--- src/hdl/ljsr_pkg.sv ---
// ---------------------------------------------------------------------------
// ljsr_pkg: shared types, codes and tables for the lossless-JPEG slice
// reconstructor (predictor 1, slice unscrambling)
// ---------------------------------------------------------------------------
package ljsr_pkg;

   localparam int SAMPLE_BITS = 16;
   localparam int COORD_BITS  = 16;

   localparam logic [15:0] SAMPLE_MASK = 16'((32'd1 << SAMPLE_BITS) - 32'd1);
   localparam logic [15:0] COORD_MASK  = 16'((32'd1 << COORD_BITS) - 32'd1);

   // register indexes
   localparam logic [2:0] CSR_MODE             = 3'd0;
   localparam logic [2:0] CSR_INITIAL_PRED     = 3'd1;
   localparam logic [2:0] CSR_ROW_PIXELS       = 3'd2;
   localparam logic [2:0] CSR_SLICE_WIDTH      = 3'd3;
   localparam logic [2:0] CSR_LAST_SLICE_WIDTH = 3'd4;
   localparam logic [2:0] CSR_SLICE_COUNT      = 3'd5;
   localparam logic [2:0] CSR_SLICE_ROWS       = 3'd6;
   localparam logic [2:0] CSR_IMAGE_ROWS       = 3'd7;

   // component layouts
   localparam logic [1:0] MODE_TWO  = 2'd0;
   localparam logic [1:0] MODE_FOUR = 2'd1;
   localparam logic [1:0] MODE_Y2X1 = 2'd2;
   localparam logic [1:0] MODE_Y2X2 = 2'd3;

   localparam logic [15:0] INIT_PRED_RESET = 16'h8000 & SAMPLE_MASK;

   typedef struct packed {
      logic        [1:0]  mode;
      logic        [15:0] initial_predictor;
      logic        [15:0] row_pixels;
      logic        [15:0] slice_width;
      logic        [15:0] last_slice_width;
      logic        [7:0]  slice_count;
      logic        [15:0] slice_rows;
      logic        [15:0] image_rows;
   } cfg_type;

   typedef struct packed {
      logic signed [15:0] difference;
      logic               start_of_scan;
   } req_type;

   typedef struct packed {
      logic [15:0] sample_value;
      logic [15:0] dest_column;
      logic [15:0] dest_row;
      logic [1:0]  component;
   } rsp_type;

   // position tracker to reconstruction datapath
   typedef struct packed {
      logic [3:0] reload_mask;
      logic       capture;
      logic [1:0] comp;
   } ctl_type;

   function automatic logic [15:0] at_least_one(input logic [15:0] v);
      at_least_one = (v == 16'd0) ? 16'd1 : v;
   endfunction

   function automatic logic [2:0] grp_size(input logic [1:0] m);
      case (m)
         MODE_TWO:  grp_size = 3'd2;
         MODE_FOUR: grp_size = 3'd4;
         MODE_Y2X1: grp_size = 3'd4;
         default:   grp_size = 3'd6;
      endcase
   endfunction

   function automatic logic [2:0] x_step(input logic [1:0] m);
      case (m)
         MODE_TWO:  x_step = 3'd2;
         MODE_FOUR: x_step = 3'd4;
         default:   x_step = 3'd6;
      endcase
   endfunction

   function automatic logic [1:0] y_step(input logic [1:0] m);
      y_step = (m == MODE_Y2X2) ? 2'd2 : 2'd1;
   endfunction

   function automatic logic [1:0] px_inc(input logic [1:0] m);
      px_inc = (m == MODE_Y2X1 || m == MODE_Y2X2) ? 2'd2 : 2'd1;
   endfunction

   function automatic logic [3:0] reload_mask(input logic [1:0] m);
      case (m)
         MODE_TWO:  reload_mask = 4'b0011;
         MODE_FOUR: reload_mask = 4'b1111;
         default:   reload_mask = 4'b0111;
      endcase
   endfunction

   function automatic logic [1:0] comp_of(input logic [1:0] m, input logic [2:0] pos);
      comp_of = 2'd0;
      case (m)
         MODE_TWO:  comp_of = (pos == 3'd1) ? 2'd1 : 2'd0;
         MODE_FOUR: comp_of = pos[1:0];
         MODE_Y2X1: begin
            case (pos)
               3'd2:    comp_of = 2'd1;
               3'd3:    comp_of = 2'd2;
               default: comp_of = 2'd0;
            endcase
         end
         default: begin
            case (pos)
               3'd4:    comp_of = 2'd1;
               3'd5:    comp_of = 2'd2;
               default: comp_of = 2'd0;
            endcase
         end
      endcase
   endfunction

   function automatic logic [1:0] col_of(input logic [1:0] m, input logic [2:0] pos);
      col_of = 2'd0;
      case (m)
         MODE_TWO:  col_of = (pos == 3'd1) ? 2'd1 : 2'd0;
         MODE_FOUR: col_of = pos[1:0];
         MODE_Y2X1: begin
            case (pos)
               3'd1:    col_of = 2'd3;
               3'd2:    col_of = 2'd1;
               3'd3:    col_of = 2'd2;
               default: col_of = 2'd0;
            endcase
         end
         default: begin
            case (pos)
               3'd1, 3'd3: col_of = 2'd3;
               3'd4:       col_of = 2'd1;
               3'd5:       col_of = 2'd2;
               default:    col_of = 2'd0;
            endcase
         end
      endcase
   endfunction

   function automatic logic row_of(input logic [1:0] m, input logic [2:0] pos);
      row_of = (m == MODE_Y2X2) && (pos == 3'd2 || pos == 3'd3);
   endfunction

endpackage

--- src/hdl/ljsr_csr.sv ---
// ---------------------------------------------------------------------------
// ljsr_csr: configuration register file
// Holds the eight scan and slice geometry registers, written one per beat.
// ---------------------------------------------------------------------------
module ljsr_csr (
   input  logic              clock,
   input  logic              reset,
   input  logic              csr_valid,
   output logic              csr_ready,
   input  logic [2:0]        csr_index,
   input  logic [15:0]       csr_data,
   output ljsr_pkg::cfg_type cfg
);

   ljsr_pkg::cfg_type cfg_ff, cfg_in;

   assign csr_ready = 1'b1;
   assign cfg       = cfg_ff;

   always_comb begin
      cfg_in = cfg_ff;
      if (csr_valid) begin
         case (csr_index)
            ljsr_pkg::CSR_MODE:             cfg_in.mode              = csr_data[1:0];
            ljsr_pkg::CSR_INITIAL_PRED:     cfg_in.initial_predictor = csr_data;
            ljsr_pkg::CSR_ROW_PIXELS:       cfg_in.row_pixels        = csr_data;
            ljsr_pkg::CSR_SLICE_WIDTH:      cfg_in.slice_width       = csr_data;
            ljsr_pkg::CSR_LAST_SLICE_WIDTH: cfg_in.last_slice_width  = csr_data;
            ljsr_pkg::CSR_SLICE_COUNT:      cfg_in.slice_count       = csr_data[7:0];
            ljsr_pkg::CSR_SLICE_ROWS:       cfg_in.slice_rows        = csr_data;
            ljsr_pkg::CSR_IMAGE_ROWS:       cfg_in.image_rows        = csr_data;
            default:                        cfg_in = cfg_ff;
         endcase
      end
   end

   always_ff @(posedge clock) begin
      if (reset) begin
         cfg_ff.mode              <= ljsr_pkg::MODE_TWO;
         cfg_ff.initial_predictor <= 16'h8000;
         cfg_ff.row_pixels        <= 16'd1;
         cfg_ff.slice_width       <= 16'd1;
         cfg_ff.last_slice_width  <= 16'd1;
         cfg_ff.slice_count       <= 8'd0;
         cfg_ff.slice_rows        <= 16'd1;
         cfg_ff.image_rows        <= 16'd1;
      end else begin
         cfg_ff <= cfg_in;
      end
   end

endmodule

--- src/hdl/ljsr_track.sv ---
// ---------------------------------------------------------------------------
// ljsr_track: group position and destination address tracker
// Walks the group, counts pixels for predictor reload, and steps the
// slice column, slice line, destination row and column base.
// ---------------------------------------------------------------------------
module ljsr_track (
   input  logic              clock,
   input  logic              reset,
   input  logic              fire,
   input  logic              sos,
   input  ljsr_pkg::cfg_type cfg,
   output ljsr_pkg::ctl_type ctl,
   output logic [15:0]       dest_column,
   output logic [15:0]       dest_row
);

   logic [15:0] pix_ff, pix_in;
   logic [2:0]  gpos_ff, gpos_in;
   logic        cap_ff, cap_in;
   logic [15:0] col_ff, col_in;
   logic [15:0] row_ff, row_in;
   logic [7:0]  sidx_ff, sidx_in;
   logic [15:0] drc_ff, drc_in;
   logic [15:0] base_ff, base_in;

   logic [15:0] eff_pix, eff_col, eff_row, eff_drc, eff_base;
   logic [2:0]  eff_gpos, gsize, gp0, gp_nx;
   logic [7:0]  eff_sidx;
   logic        eff_cap, reload, cap_a, end_grp;
   logic [15:0] pix_a;
   logic [1:0]  comp, xoff, ystep;
   logic        yoff;
   logic [15:0] width, rows, step;
   logic [16:0] col_sum, drc1, drc2, drc3, rsl;
   logic        wrap_col, sub1, sub2, wrap_row;
   logic [15:0] base_nx;

   always_comb begin
      // scan start clears position before this beat is handled
      eff_pix  = sos ? 16'd0 : pix_ff;
      eff_gpos = sos ? 3'd0  : gpos_ff;
      eff_cap  = sos | cap_ff;
      eff_col  = sos ? 16'd0 : col_ff;
      eff_row  = sos ? 16'd0 : row_ff;
      eff_sidx = sos ? 8'd0  : sidx_ff;
      eff_drc  = sos ? 16'd0 : drc_ff;
      eff_base = sos ? 16'd0 : base_ff;

      gsize  = ljsr_pkg::grp_size(cfg.mode);
      gp0    = (eff_gpos >= gsize) ? 3'd0 : eff_gpos;
      reload = (gp0 == 3'd0) && (eff_pix == ljsr_pkg::at_least_one(cfg.row_pixels));
      pix_a  = reload ? 16'd0 : eff_pix;
      cap_a  = reload | eff_cap;

      comp = ljsr_pkg::comp_of(cfg.mode, gp0);
      xoff = ljsr_pkg::col_of(cfg.mode, gp0);
      yoff = ljsr_pkg::row_of(cfg.mode, gp0);

      ctl.reload_mask = reload ? ljsr_pkg::reload_mask(cfg.mode) : 4'b0000;
      ctl.capture     = cap_a && (xoff == comp) && !yoff;
      ctl.comp        = comp;

      dest_column = (eff_base + eff_col + 16'(xoff)) & ljsr_pkg::COORD_MASK;
      dest_row    = (eff_drc + 16'(yoff)) & ljsr_pkg::COORD_MASK;

      gp_nx   = gp0 + 3'd1;
      end_grp = gp_nx >= gsize;

      width    = ljsr_pkg::at_least_one((eff_sidx < cfg.slice_count) ?
                                        cfg.slice_width : cfg.last_slice_width);
      col_sum  = {1'b0, eff_col} + 17'(ljsr_pkg::x_step(cfg.mode));
      wrap_col = col_sum >= {1'b0, width};

      // destination row wraps at most twice per line step
      ystep = ljsr_pkg::y_step(cfg.mode);
      rows  = ljsr_pkg::at_least_one(cfg.image_rows);
      step  = ljsr_pkg::at_least_one((cfg.slice_count == 8'd0) ?
                                     cfg.last_slice_width : cfg.slice_width);
      drc1  = {1'b0, eff_drc} + 17'(ystep);
      sub1  = drc1 >= {1'b0, rows};
      drc2  = sub1 ? (drc1 - {1'b0, rows}) : drc1;
      sub2  = drc2 >= {1'b0, rows};
      drc3  = sub2 ? (drc2 - {1'b0, rows}) : drc2;
      base_nx = eff_base + (sub1 ? step : 16'd0) + (sub2 ? step : 16'd0);

      rsl      = {1'b0, eff_row} + 17'(ystep);
      wrap_row = rsl >= {1'b0, ljsr_pkg::at_least_one(cfg.slice_rows)};

      pix_in  = pix_ff;
      gpos_in = gpos_ff;
      cap_in  = cap_ff;
      col_in  = col_ff;
      row_in  = row_ff;
      sidx_in = sidx_ff;
      drc_in  = drc_ff;
      base_in = base_ff;

      if (fire) begin
         col_in  = eff_col;
         row_in  = eff_row;
         sidx_in = eff_sidx;
         drc_in  = eff_drc;
         base_in = eff_base;
         if (end_grp) begin
            gpos_in = 3'd0;
            cap_in  = 1'b0;
            pix_in  = pix_a + 16'(ljsr_pkg::px_inc(cfg.mode));
            if (wrap_col) begin
               col_in  = 16'd0;
               drc_in  = drc3[15:0];
               base_in = base_nx;
               if (wrap_row) begin
                  row_in = 16'd0;
                  if (eff_sidx < cfg.slice_count) begin
                     sidx_in = eff_sidx + 8'd1;
                  end
               end else begin
                  row_in = rsl[15:0];
               end
            end else begin
               col_in = col_sum[15:0];
            end
         end else begin
            gpos_in = gp_nx;
            cap_in  = cap_a;
            pix_in  = pix_a;
         end
      end
   end

   always_ff @(posedge clock) begin
      if (reset) begin
         pix_ff  <= 16'd0;
         gpos_ff <= 3'd0;
         cap_ff  <= 1'b1;
         col_ff  <= 16'd0;
         row_ff  <= 16'd0;
         sidx_ff <= 8'd0;
         drc_ff  <= 16'd0;
         base_ff <= 16'd0;
      end else begin
         pix_ff  <= pix_in;
         gpos_ff <= gpos_in;
         cap_ff  <= cap_in;
         col_ff  <= col_in;
         row_ff  <= row_in;
         sidx_ff <= sidx_in;
         drc_ff  <= drc_in;
         base_ff <= base_in;
      end
   end

endmodule

--- src/hdl/ljsr_recon.sv ---
// ---------------------------------------------------------------------------
// ljsr_recon: predictor-1 sample reconstruction
// Four component predictors, the row start copies they reload from, and
// the modular add of predictor and difference.
// ---------------------------------------------------------------------------
module ljsr_recon (
   input  logic               clock,
   input  logic               reset,
   input  logic               fire,
   input  logic               sos,
   input  logic signed [15:0] difference,
   input  logic [15:0]        initial_predictor,
   input  ljsr_pkg::ctl_type  ctl,
   output logic [15:0]        sample_value
);

   logic [15:0] pred_ff [4];
   logic [15:0] pred_in [4];
   logic [15:0] rsv_ff  [4];
   logic [15:0] rsv_in  [4];
   logic [15:0] pred_rl [4];
   logic [15:0] val;

   always_comb begin
      for (int i = 0; i < 4; i++) begin
         pred_rl[i] = sos ? (initial_predictor & ljsr_pkg::SAMPLE_MASK) : pred_ff[i];
         if (ctl.reload_mask[i]) begin
            pred_rl[i] = rsv_ff[i];
         end
      end

      val = (pred_rl[ctl.comp] + unsigned'(difference)) & ljsr_pkg::SAMPLE_MASK;

      for (int i = 0; i < 4; i++) begin
         pred_in[i] = pred_ff[i];
         rsv_in[i]  = rsv_ff[i];
         if (fire) begin
            pred_in[i] = (ctl.comp == 2'(i)) ? val : pred_rl[i];
            // first group after a reload refreshes the row start copy
            if (ctl.capture && ctl.comp == 2'(i)) begin
               rsv_in[i] = val;
            end
         end
      end
   end

   assign sample_value = val;

   always_ff @(posedge clock) begin
      if (reset) begin
         for (int i = 0; i < 4; i++) begin
            pred_ff[i] <= ljsr_pkg::INIT_PRED_RESET;
         end
      end else begin
         for (int i = 0; i < 4; i++) begin
            pred_ff[i] <= pred_in[i];
         end
      end
   end

   always_ff @(posedge clock) begin
      for (int i = 0; i < 4; i++) begin
         rsv_ff[i] <= rsv_in[i];
      end
   end

endmodule

--- src/hdl/lossless_jpeg_slice_reconstructor.sv ---
// ---------------------------------------------------------------------------
// lossless_jpeg_slice_reconstructor: predictor-1 lossless-JPEG sample
// rebuild with slice unscrambling
// Adds each decoded difference to its component predictor and tags the
// sample with its destination column and row.
//
//   channel  direction  handshake            beat
//   req_     in         req_valid/req_stall  difference, start_of_scan
//   rsp_     out        rsp_valid/rsp_stall  sample, column, row, component
//   csr_     in         csr_valid/csr_ready  register index, write data
//
// One beat per cycle sustained while rsp_stall stays low; a taken req beat
// is held in the input register, and its result in the result register,
// which drives rsp_valid. The rate is set by the predictor add and position
// update loop between the input register and the result register.
// Synchronous reset empties both registers and restores the scan state.
// rsp_stall holds the result register; req_stall rises only while both
// the input and result registers are full and the result is stalled.
// ---------------------------------------------------------------------------
module lossless_jpeg_slice_reconstructor (
   input  logic              clock,
   input  logic              reset,
   input  logic              req_valid,
   output logic              req_stall,
   input  ljsr_pkg::req_type req_data,
   output logic              rsp_valid,
   input  logic              rsp_stall,
   output ljsr_pkg::rsp_type rsp_data,
   input  logic              csr_valid,
   output logic              csr_ready,
   input  logic [2:0]        csr_index,
   input  logic [15:0]       csr_data
);

   ljsr_pkg::cfg_type cfg;
   ljsr_pkg::ctl_type ctl;

   logic              s1_valid_ff, s1_valid_in;
   ljsr_pkg::req_type s1_data_ff, s1_data_in;
   logic              rsp_valid_ff, rsp_valid_in;
   ljsr_pkg::rsp_type rsp_data_ff, rsp_data_in;

   logic        out_free, fire, accept;
   logic [15:0] sample_value, dest_column, dest_row;

   assign out_free  = !rsp_valid_ff || !rsp_stall;
   assign fire      = s1_valid_ff && out_free;
   assign req_stall = s1_valid_ff && !out_free;
   assign accept    = req_valid && !req_stall;

   ljsr_csr u_csr (
      .clock     (clock),
      .reset     (reset),
      .csr_valid (csr_valid),
      .csr_ready (csr_ready),
      .csr_index (csr_index),
      .csr_data  (csr_data),
      .cfg       (cfg)
   );

   ljsr_track u_track (
      .clock       (clock),
      .reset       (reset),
      .fire        (fire),
      .sos         (s1_data_ff.start_of_scan),
      .cfg         (cfg),
      .ctl         (ctl),
      .dest_column (dest_column),
      .dest_row    (dest_row)
   );

   ljsr_recon u_recon (
      .clock             (clock),
      .reset             (reset),
      .fire              (fire),
      .sos               (s1_data_ff.start_of_scan),
      .difference        (s1_data_ff.difference),
      .initial_predictor (cfg.initial_predictor),
      .ctl               (ctl),
      .sample_value      (sample_value)
   );

   always_comb begin
      s1_valid_in  = accept | (s1_valid_ff & !fire);
      s1_data_in   = accept ? req_data : s1_data_ff;
      rsp_valid_in = fire | (rsp_valid_ff & rsp_stall);
      rsp_data_in  = rsp_data_ff;
      if (fire) begin
         rsp_data_in.sample_value = sample_value;
         rsp_data_in.dest_column  = dest_column;
         rsp_data_in.dest_row     = dest_row;
         rsp_data_in.component    = ctl.comp;
      end
   end

   always_ff @(posedge clock) begin
      if (reset) begin
         s1_valid_ff  <= 1'b0;
         rsp_valid_ff <= 1'b0;
      end else begin
         s1_valid_ff  <= s1_valid_in;
         rsp_valid_ff <= rsp_valid_in;
      end
   end

   always_ff @(posedge clock) begin
      s1_data_ff  <= s1_data_in;
      rsp_data_ff <= rsp_data_in;
   end

   assign rsp_valid = rsp_valid_ff;
   assign rsp_data  = rsp_data_ff;

endmodule

--- config.mk ---
export PLATFORM = sky130hd
export DESIGN_NAME = lossless_jpeg_slice_reconstructor
export DESIGN_NICKNAME = d
export VERILOG_FILES = /design/src/hdl/ljsr_pkg.sv /design/src/hdl/ljsr_csr.sv /design/src/hdl/ljsr_track.sv /design/src/hdl/ljsr_recon.sv /design/src/hdl/lossless_jpeg_slice_reconstructor.sv
export SDC_FILE = /design/constraint.sdc
export NUM_CORES = 1
export LEC_CHECK = 0
export BUFFER_PORTS_ARGS = -buffer_cell sky130_fd_sc_hd__buf_2
export CAP_MARGIN = 15
export CORE_MARGIN = 3
export CORE_UTILIZATION = 59
export CTS_BUF_LIST = sky130_fd_sc_hd__clkbuf_2
export CTS_CLUSTER_DIAMETER = 200
export CTS_CLUSTER_SIZE = 25
export DETAILED_ROUTE_END_ITERATION = 7
export PLACE_DENSITY = 0.8
export SYNTH_ARGS = -nofsm -noshare
export SYNTH_HDL_FRONTEND = slang
export SYNTH_HIERARCHICAL = 1
export SYNTH_SLANG_ARGS = --single-unit
export TNS_END_PERCENT = 50
--- constraint.sdc ---
create_clock -name clock -period 8.5 [get_ports clock]
set_input_delay 0.425 -clock clock [delete_from_list [all_inputs] [get_ports clock]]
set_output_delay 0.425 -clock clock [all_outputs]
set_load 0.01 [all_outputs]
After elaboration in Yosys (flattened, before gate mapping):

Memory sizes are Yosys's and may differ from the RTL's.
Index checks and enable logic that the tools add are counted.

* input bits: 41
* bits in writable memories: 128
* memories kept: 2
* output and inout port bits: 53
* flip-flop bits (word level): 267

* reductions and logical operators: 40
* order comparisons: 8
* muxes and demuxes: 83
* $add $sub $neg: 14
* eq/ne operators: 20
* bitwise operators: 11

Memories
* u_recon.pred_ff: words 4, width 16, read ports 4, clocked after memory_dff 0, write ports 4, line ljsr_recon.sv:17 `logic [15:0] pred_ff [4];`
* u_recon.rsv_ff: words 4, width 16, read ports 4, clocked after memory_dff 0, write ports 4, line ljsr_recon.sv:19 `logic [15:0] rsv_ff [4];`

Operators by type and width (count)
* 2-to-1 mux 16 bit: 56
* zero test 16 bit: 5
* greater-or-equal comparator 17 x 16 -> 1 bit: 4
* adder 16 bit: 4
* 2-to-1 mux 8 bit: 5
* adder 16 x 2 -> 17 bit: 2
* adder 16 x 2 -> 16 bit: 2
* binary-select mux 16 bit (select 2 bit): 1
* one-hot mux 2 bit (3 select lines): 4
* == test 3 bit, second input constant: 6
* adder 16 x 3 -> 17 bit: 1
* 2-to-1 mux 17 bit: 1
* subtractor 17 x 16 -> 17 bit: 1
* adder 16 x 1 -> 16 bit: 1
* == test 16 bit: 1
* AND reduction 2 bit: 8
* subtractor 16 bit: 1
* == test 3 x 2 -> 1 bit, second input constant: 4
* one-hot mux 3 bit (2 select lines): 2
* logical AND 1 bit: 11
* 2-to-1 mux 3 bit: 3
* adder 8 x 1 -> 8 bit, second input constant: 1
* == test 2 bit, second input constant: 4
* zero test 8 bit: 1
* other kinds (20): 47

Longest topological paths before layout:

* depth after elaboration: 16
* gate-level depth with buffers: 45
* depth with buffers taken out: 38

Cells and area by module:

Netlist, hierarchy kept.

By module, submodules not included
* ljsr_track: area each 11452.2 um2, instances 1, cells an instance 1516, sequential area each 1841.8 um2
* ljsr_recon: area each 7138.1 um2, instances 1, cells an instance 749, sequential area each 3203.1 um2
* ljsr_csr: area each 4191.5 um2, instances 1, cells an instance 372, sequential area each 2122.0 um2
* lossless_jpeg_slice_reconstructor: area each 2098.3 um2, instances 1, cells an instance 77, sequential area each 2052.0 um2

Least setup slack after synthesis:

Ideal clock, no wire load.

* path type: register to register
* from: register s1_data_ff[0] (netlist name)
* to: register u_track.base_ff[15]
* required time: 8412 ps
* cell stages (with the launch flop): 42
* setup slack: -771 ps
* buffers on the path: 8
* clock period less this slack: 9271 ps
* data arrival time: 9182 ps
* setup time: 88 ps
* cells stage by stage: edfxtp_1 > buf_4 > buf_2 > buf_2 > buf_2 > buf_1 > buf_1 > nor2b_1 > ha_1 > maj3_1 > and3_1 > nand2_1 > xor2_1 > nor2_1 > ha_1 > and3_1 > a221oi_1 > o31ai_1 > [... 6 more ...] > o21ai_0 > nor3_1 > o31a_1 > o211a_2 > buf_2 > buf_2 > nor2_1 > fa_1 > ha_1 > or2_2 > a21oi_1 > a21oi_1 > a41oi_1 > a21oi_1 > a21o_1 > a21oi_1 > xnor3_1 > a311oi_2

* longest elaborated chain between the ends: 9

Ends and longest elaborated chain
* start, declared: line lossless_jpeg_slice_reconstructor.sv:39 `ljsr_pkg::req_type s1_data_ff, s1_data_in;`
* start signal, assigned: line lossless_jpeg_slice_reconstructor.sv:107 `s1_data_ff <= s1_data_in;`
* 2-to-1 mux 16 bit: line ljsr_track.sv:46 `eff_drc = sos ? 16'd0 : drc_ff;`
* adder 16 x 2 -> 17 bit: line ljsr_track.sv:79 `drc1 = {1'b0, eff_drc} + 17'(ystep);`
* subtractor 17 x 16 -> 17 bit or greater-or-equal comparator 17 x 16 -> 1 bit (tied branches): line ljsr_track.sv:81, ljsr_track.sv:80
* 2-to-1 mux 17 bit: line ljsr_track.sv:81 `drc2 = sub1 ? (drc1 - {1'b0, rows}) : drc1;`
* greater-or-equal comparator 17 x 16 -> 1 bit: line ljsr_track.sv:82 `sub2 = drc2 >= {1'b0, rows};`
* 2-to-1 mux 16 bit: line ljsr_track.sv:84 `base_nx = eff_base + (sub1 ? step : 16'd0) + (sub2 ? step : 16'd0);`
* adder 16 bit: line ljsr_track.sv:84
* 2-to-1 mux 16 bit: line ljsr_track.sv:108 `if (wrap_col) begin`
* 2-to-1 mux 16 bit (*): line ljsr_track.sv:104 `if (end_grp) begin`
* end signal, assigned: line ljsr_track.sv:149 `base_ff <= base_in;`
* end, declared: line ljsr_track.sv:24 `logic [15:0] base_ff, base_in;`

Mark *: on every way between the ends. The rest lies on a longest branch, timed or not.
A chain may end at the register's enable or synchronous reset.

Final worst setup path:

Same ends and word-level chain as after synthesis.

==> summary.md <==
| Metric | Value |
|---|---|
| Fin crit share | `0.963` |
| Post-Syn Area | `24,900 um2` |
| Port bufs | `92` |
| First-pass GRT wire length | `108 mm` |
| Initial Util | `0.604` |
| Grt total ovfl | `0` |
| Synth unique cells | `107` |
| Setup-failing EPs final | `0` |
| Site Rows | `74` |
| Setup_tns | `0 ns` |
| Setup crit end | `u_track/base_ff[15]` |
| Grt met3 use | `0.0480` |
| 1st-iter DRT viols | `2,158` |
| Top cells by area, synth | `dfxtp_1 21%, edfxtp_1 16%, mux2i_1 8.4%, ha_1 7.6%, nor2_1 4.3%` |
| Critical-path top delay cell | `edfxtp_1` |
| DP Wirelength | `48.7 mm` |
| Core Region | `41,200 um2` |
| Synth top area share | `0.212` |
| Synthesized-area fraction occupied by adder cells | `0.0965` |
| CP max stage delay | `0.62 ns` |
| Worst Path Max Fanout | `20` |
| Number of fill cells | `3,269` |
| Ys async rst share | `0` |
| Die Y-Extent | `211 um` |
| I/O pins | `94` |
| Slack of the worst reg-to-reg path | `0.31 ns` |
| Die area | `44,700 um2` |
| Post-synth EDFFs | `131` |
| Antenna-violating nets left | `0` |
| Syn avg cell area | `9.17 um2` |
| Top cell by count, worst path | `ha_1` |
| Seq/Total Area, Yosys | `0.371` |
| Fmax | `0.122 GHz` |
| Pleak | `11.0 nW` |
| Internal | `2.63 mW` |
| Area of the multi-input gates | `14,800 um2` |
| Combinational power share | `0.313` |
| Cell count of the worst reg-to-reg path | `35` |
| Largest net degree at the start of global routing | `96` |
| Max cap viols | `0` |
| Reg-to-reg critical path endpoint | `u_track/base_ff[15]` |
| Net switching power | `1.36 mW` |
| GRT Overall Usage | `0.300` |
| Rel. slew slack | `0.213` |
| Compound-cell area share of the yosys netlist | `0.146` |
| CTS tree | `built` |
| Vias | `21,100` |
| Number of vias per cell | `6.30` |
| CP Launch Type | `flip-flop` |
| Final WL | `69.6 mm` |
| Sequential power share | `0.520` |
| Post-synthesis register bit count | `395` |
| Area grow syn2layout | `7.67%` |
| Share of cells above drive strength 1 | `0.0986` |
| Ys Warns | `6` |
| Leading area contributor after synthesis | `dfxtp_1` |
| Die X | `211 um` |
| Max VDD drop | `0.174 mV` |
| Min Tclk post-route | `8.19 ns` |
| Drt drc | `0` |
| Clk buf depth | `3` |
| Type of the worst min-delay path | `primary input to flip-flop` |
| Routed len/inst | `20.8 um` |
| R2r startpoint | `s1_data_ff[0]` |
| Final clock skew | `0.0951 ns` |
| Final-report max-slew violation count | `0` |
| Clock buffer count from CTS | `19` |
| PD cells | `149 nW/um2` |
| Mapped Cells | `2,714` |
| XOR/XNOR Fraction of Synth Area | `0.0421` |
| Post-synthesis mux area share | `0.104` |
| Net Sw Frac | `0.341` |
| Main combinational cell family by area after synthesis | `simple AND/OR/NAND/NOR gates` |
| Gpl congestion | `0.998` |
| Req. time, crit path | `9.60 ns` |
| CP endpoint kind | `flip-flop` |
| NumNets Final | `3,014` |
| Setup CP Type | `flip-flop to flip-flop` |
| Critical path origin | `s1_data_ff[0]` |
| Clock Latency Late Sink | `1.11 ns` |
| CTS Sinks | `395` |
| Overall power | `3.99 mW` |
| Status | `completed` |
| Post-synth top flop | `dfxtp_1` |
| Initial antenna violation count | `5` |
| M1 GR Usage | `0.382` |
| Sequential standard cell area | `9220 um2` |
| Syn nets | `2,931` |
| Worst Tran Pin Value | `1.16 ns` |
| Worst path arrival time | `9.29 ns` |
| M2 GR Usage | `0.525` |
| Part of the power in the clock network | `0.167` |
| Final Hold Viols | `0` |
| GRT Max-Usage Layer | `met2` |
| H-tree levels | `1` |
| DRT Pass-1 Iters | `6` |
| Number of global-route vias before repair | `20,200` |
| Synth Area in Simple Gates | `0.198` |
| Reg clk slew, reported paths | `0.51 ns` |
| Root buf cell | `clkbuf_2` |
-- cell usage in the layout (no fill, tap or decap), types with 11 or more instances in the layout --
cell type and count:
nor3b_1 23, ha_1 148, nor2_1 282, nor2b_1 60
nand2b_1 144, a22oi_1 43, nand3_1 41, dlygate4sd3_1 62
nor4_1 20, o211ai_1 11, and2_1 14, dfxtp_1 263
clkbuf_2 30, a31oi_1 14, mux4_2 16, nand2_1 222
o21ai_0 127, edfxtp_1 131, a311oi_1 26, a21o_1 33
buf_2 91, inv_1 105, xnor2_1 72, o31ai_1 12
a211oi_1 16, fa_1 25, mux2i_1 209, nor3_1 44
nand4_1 23, xor2_1 45, buf_4 50, and3_1 20
or3_1 16, o21a_1 15, a21oi_1 150
-- metal layers --
metal,part of all wire,vias to the layer above
met5,0.00039,-
met4,0.034,4
met3,0.075,169
met2,0.48,936
met1,0.41,10100
li1,-,9857
-- worst max-delay path: cells and delay by family (launching register included) --
family                   cells  cell delay, ns
buffers and inverters        2            0.36
adder cells (fa/ha/maj)      6            1.71
AND/OR/NAND/NOR              8            1.70
flip-flops                   1            0.62
AO/OA/AOI/OAI               18            3.54
XOR/XNOR                     1            0.24
-- final cells by class --
| type | count | share of cell area |
|---|---|---|
| Sequential cell | 395 | 0.344 |
| Clock buffer | 30 | 0.00560 |
| Tap cell | 532 | 0.0248 |
| Inverter | 109 | 0.0154 |
| Antenna cell | 4 | 0.000374 |
| Clock inverter | 2 | 0.000374 |
| Multi-Input combinational cell | 2066 | 0.553 |
| Timing Repair Buffer | 206 | 0.0559 |
-- flip-flops by register name, summed over array words and instances, names as in the netlist, 17 cells and up --
| register | flops |
|---|---|
| rsp_data | 50 |
| s1_data_ff | 17 |
| u_csr/cfg | 106 |
| u_recon/pred_ff | 64 |
| u_recon/rsv_ff | 64 |
-- cell usage after synthesis (16+ instances only) --
cell type	instances
a311oi_1	27
buf_2	27
nand4_1	23
a22oi_1	43
fa_1	25
nor3_1	45
nand2_1	222
nor3b_1	23
inv_1	107
o21ai_0	131
edfxtp_1	131
ha_1	151
mux2i_1	209
a21o_1	33
nand3_1	42
and3_1	20
clkbuf_1	91
nand2b_1	144
a211oi_1	18
nor4_1	22
nor2b_1	62
xor2_1	45
mux4_2	16
nor2_1	285
or3_1	18
a21oi_1	155
xnor2_1	72
dfxtp_1	264
-- worst min path at each step --
| stage | start | endpoint | cells past startpoint |
|---|---|---|---|
| floorplan | u_track/base_ff[14] | u_track/base_ff[14] | 2 |
| global placement | u_track/base_ff[14] | u_track/base_ff[14] | 2 |
| detailed placement | u_track/base_ff[14] | u_track/base_ff[14] | 2 |
| CTS | req_data[10] | s1_data_ff[10] | 2 |
| global route | req_data[14] | s1_data_ff[14] | 2 |
| finish | req_data[14] | s1_data_ff[14] | 2 |
-- power groups by stage --
stage | sequential (mW) | clock [mW] | combinational (mW)
6_report | 2.07 | 0.666 | 1.25
5_1_grt | 2.08 | 0.745 | 1.34
4_1_cts | 2.07 | 0.685 | 1.19
3_3_place_gp | 2.10 | 0 | 1.12
3_5_place_dp | 2.10 | 0 | 1.15
2_1_floorplan | 2.10 | 0 | 0.866
-- logic make-up after synthesis --
logic type | count (synthesis)
adder cells (fa/ha/maj) | 177
AND/OR/NAND/NOR | 977
AO/OA/AOI/OAI | 557
multiplexers | 236
flip-flops | 395
other | 1
buffers and inverters | 253
XOR/XNOR | 118
-- metrics by stage --
stage	cell area, um2	utilization	setup WS (ns)	instances	hold slack, ns
floorplan	25000	-	0.0739	2714	0.417
global placement	25800	0.626	0.0873	3235	0.431
detailed placement	25800	0.626	-0.151	3235	0.442
CTS	26600	0.646	0.00917	3330	0.00157
global route	26800	0.650	-0.0138	3343	0.000879
finish	26800	0.650	0.311	3344	0.0843
-- what timing repair did --
item	in CTS	in global routing
hold buffers	62	0
cloned	0	0
endpoints found under the hold margin	194	0
buffers inserted	1	10
resized for setup	3	23
endpoints found under the setup margin	1	4
pin swaps	2	9
Power figures use the tool's default switching activity.
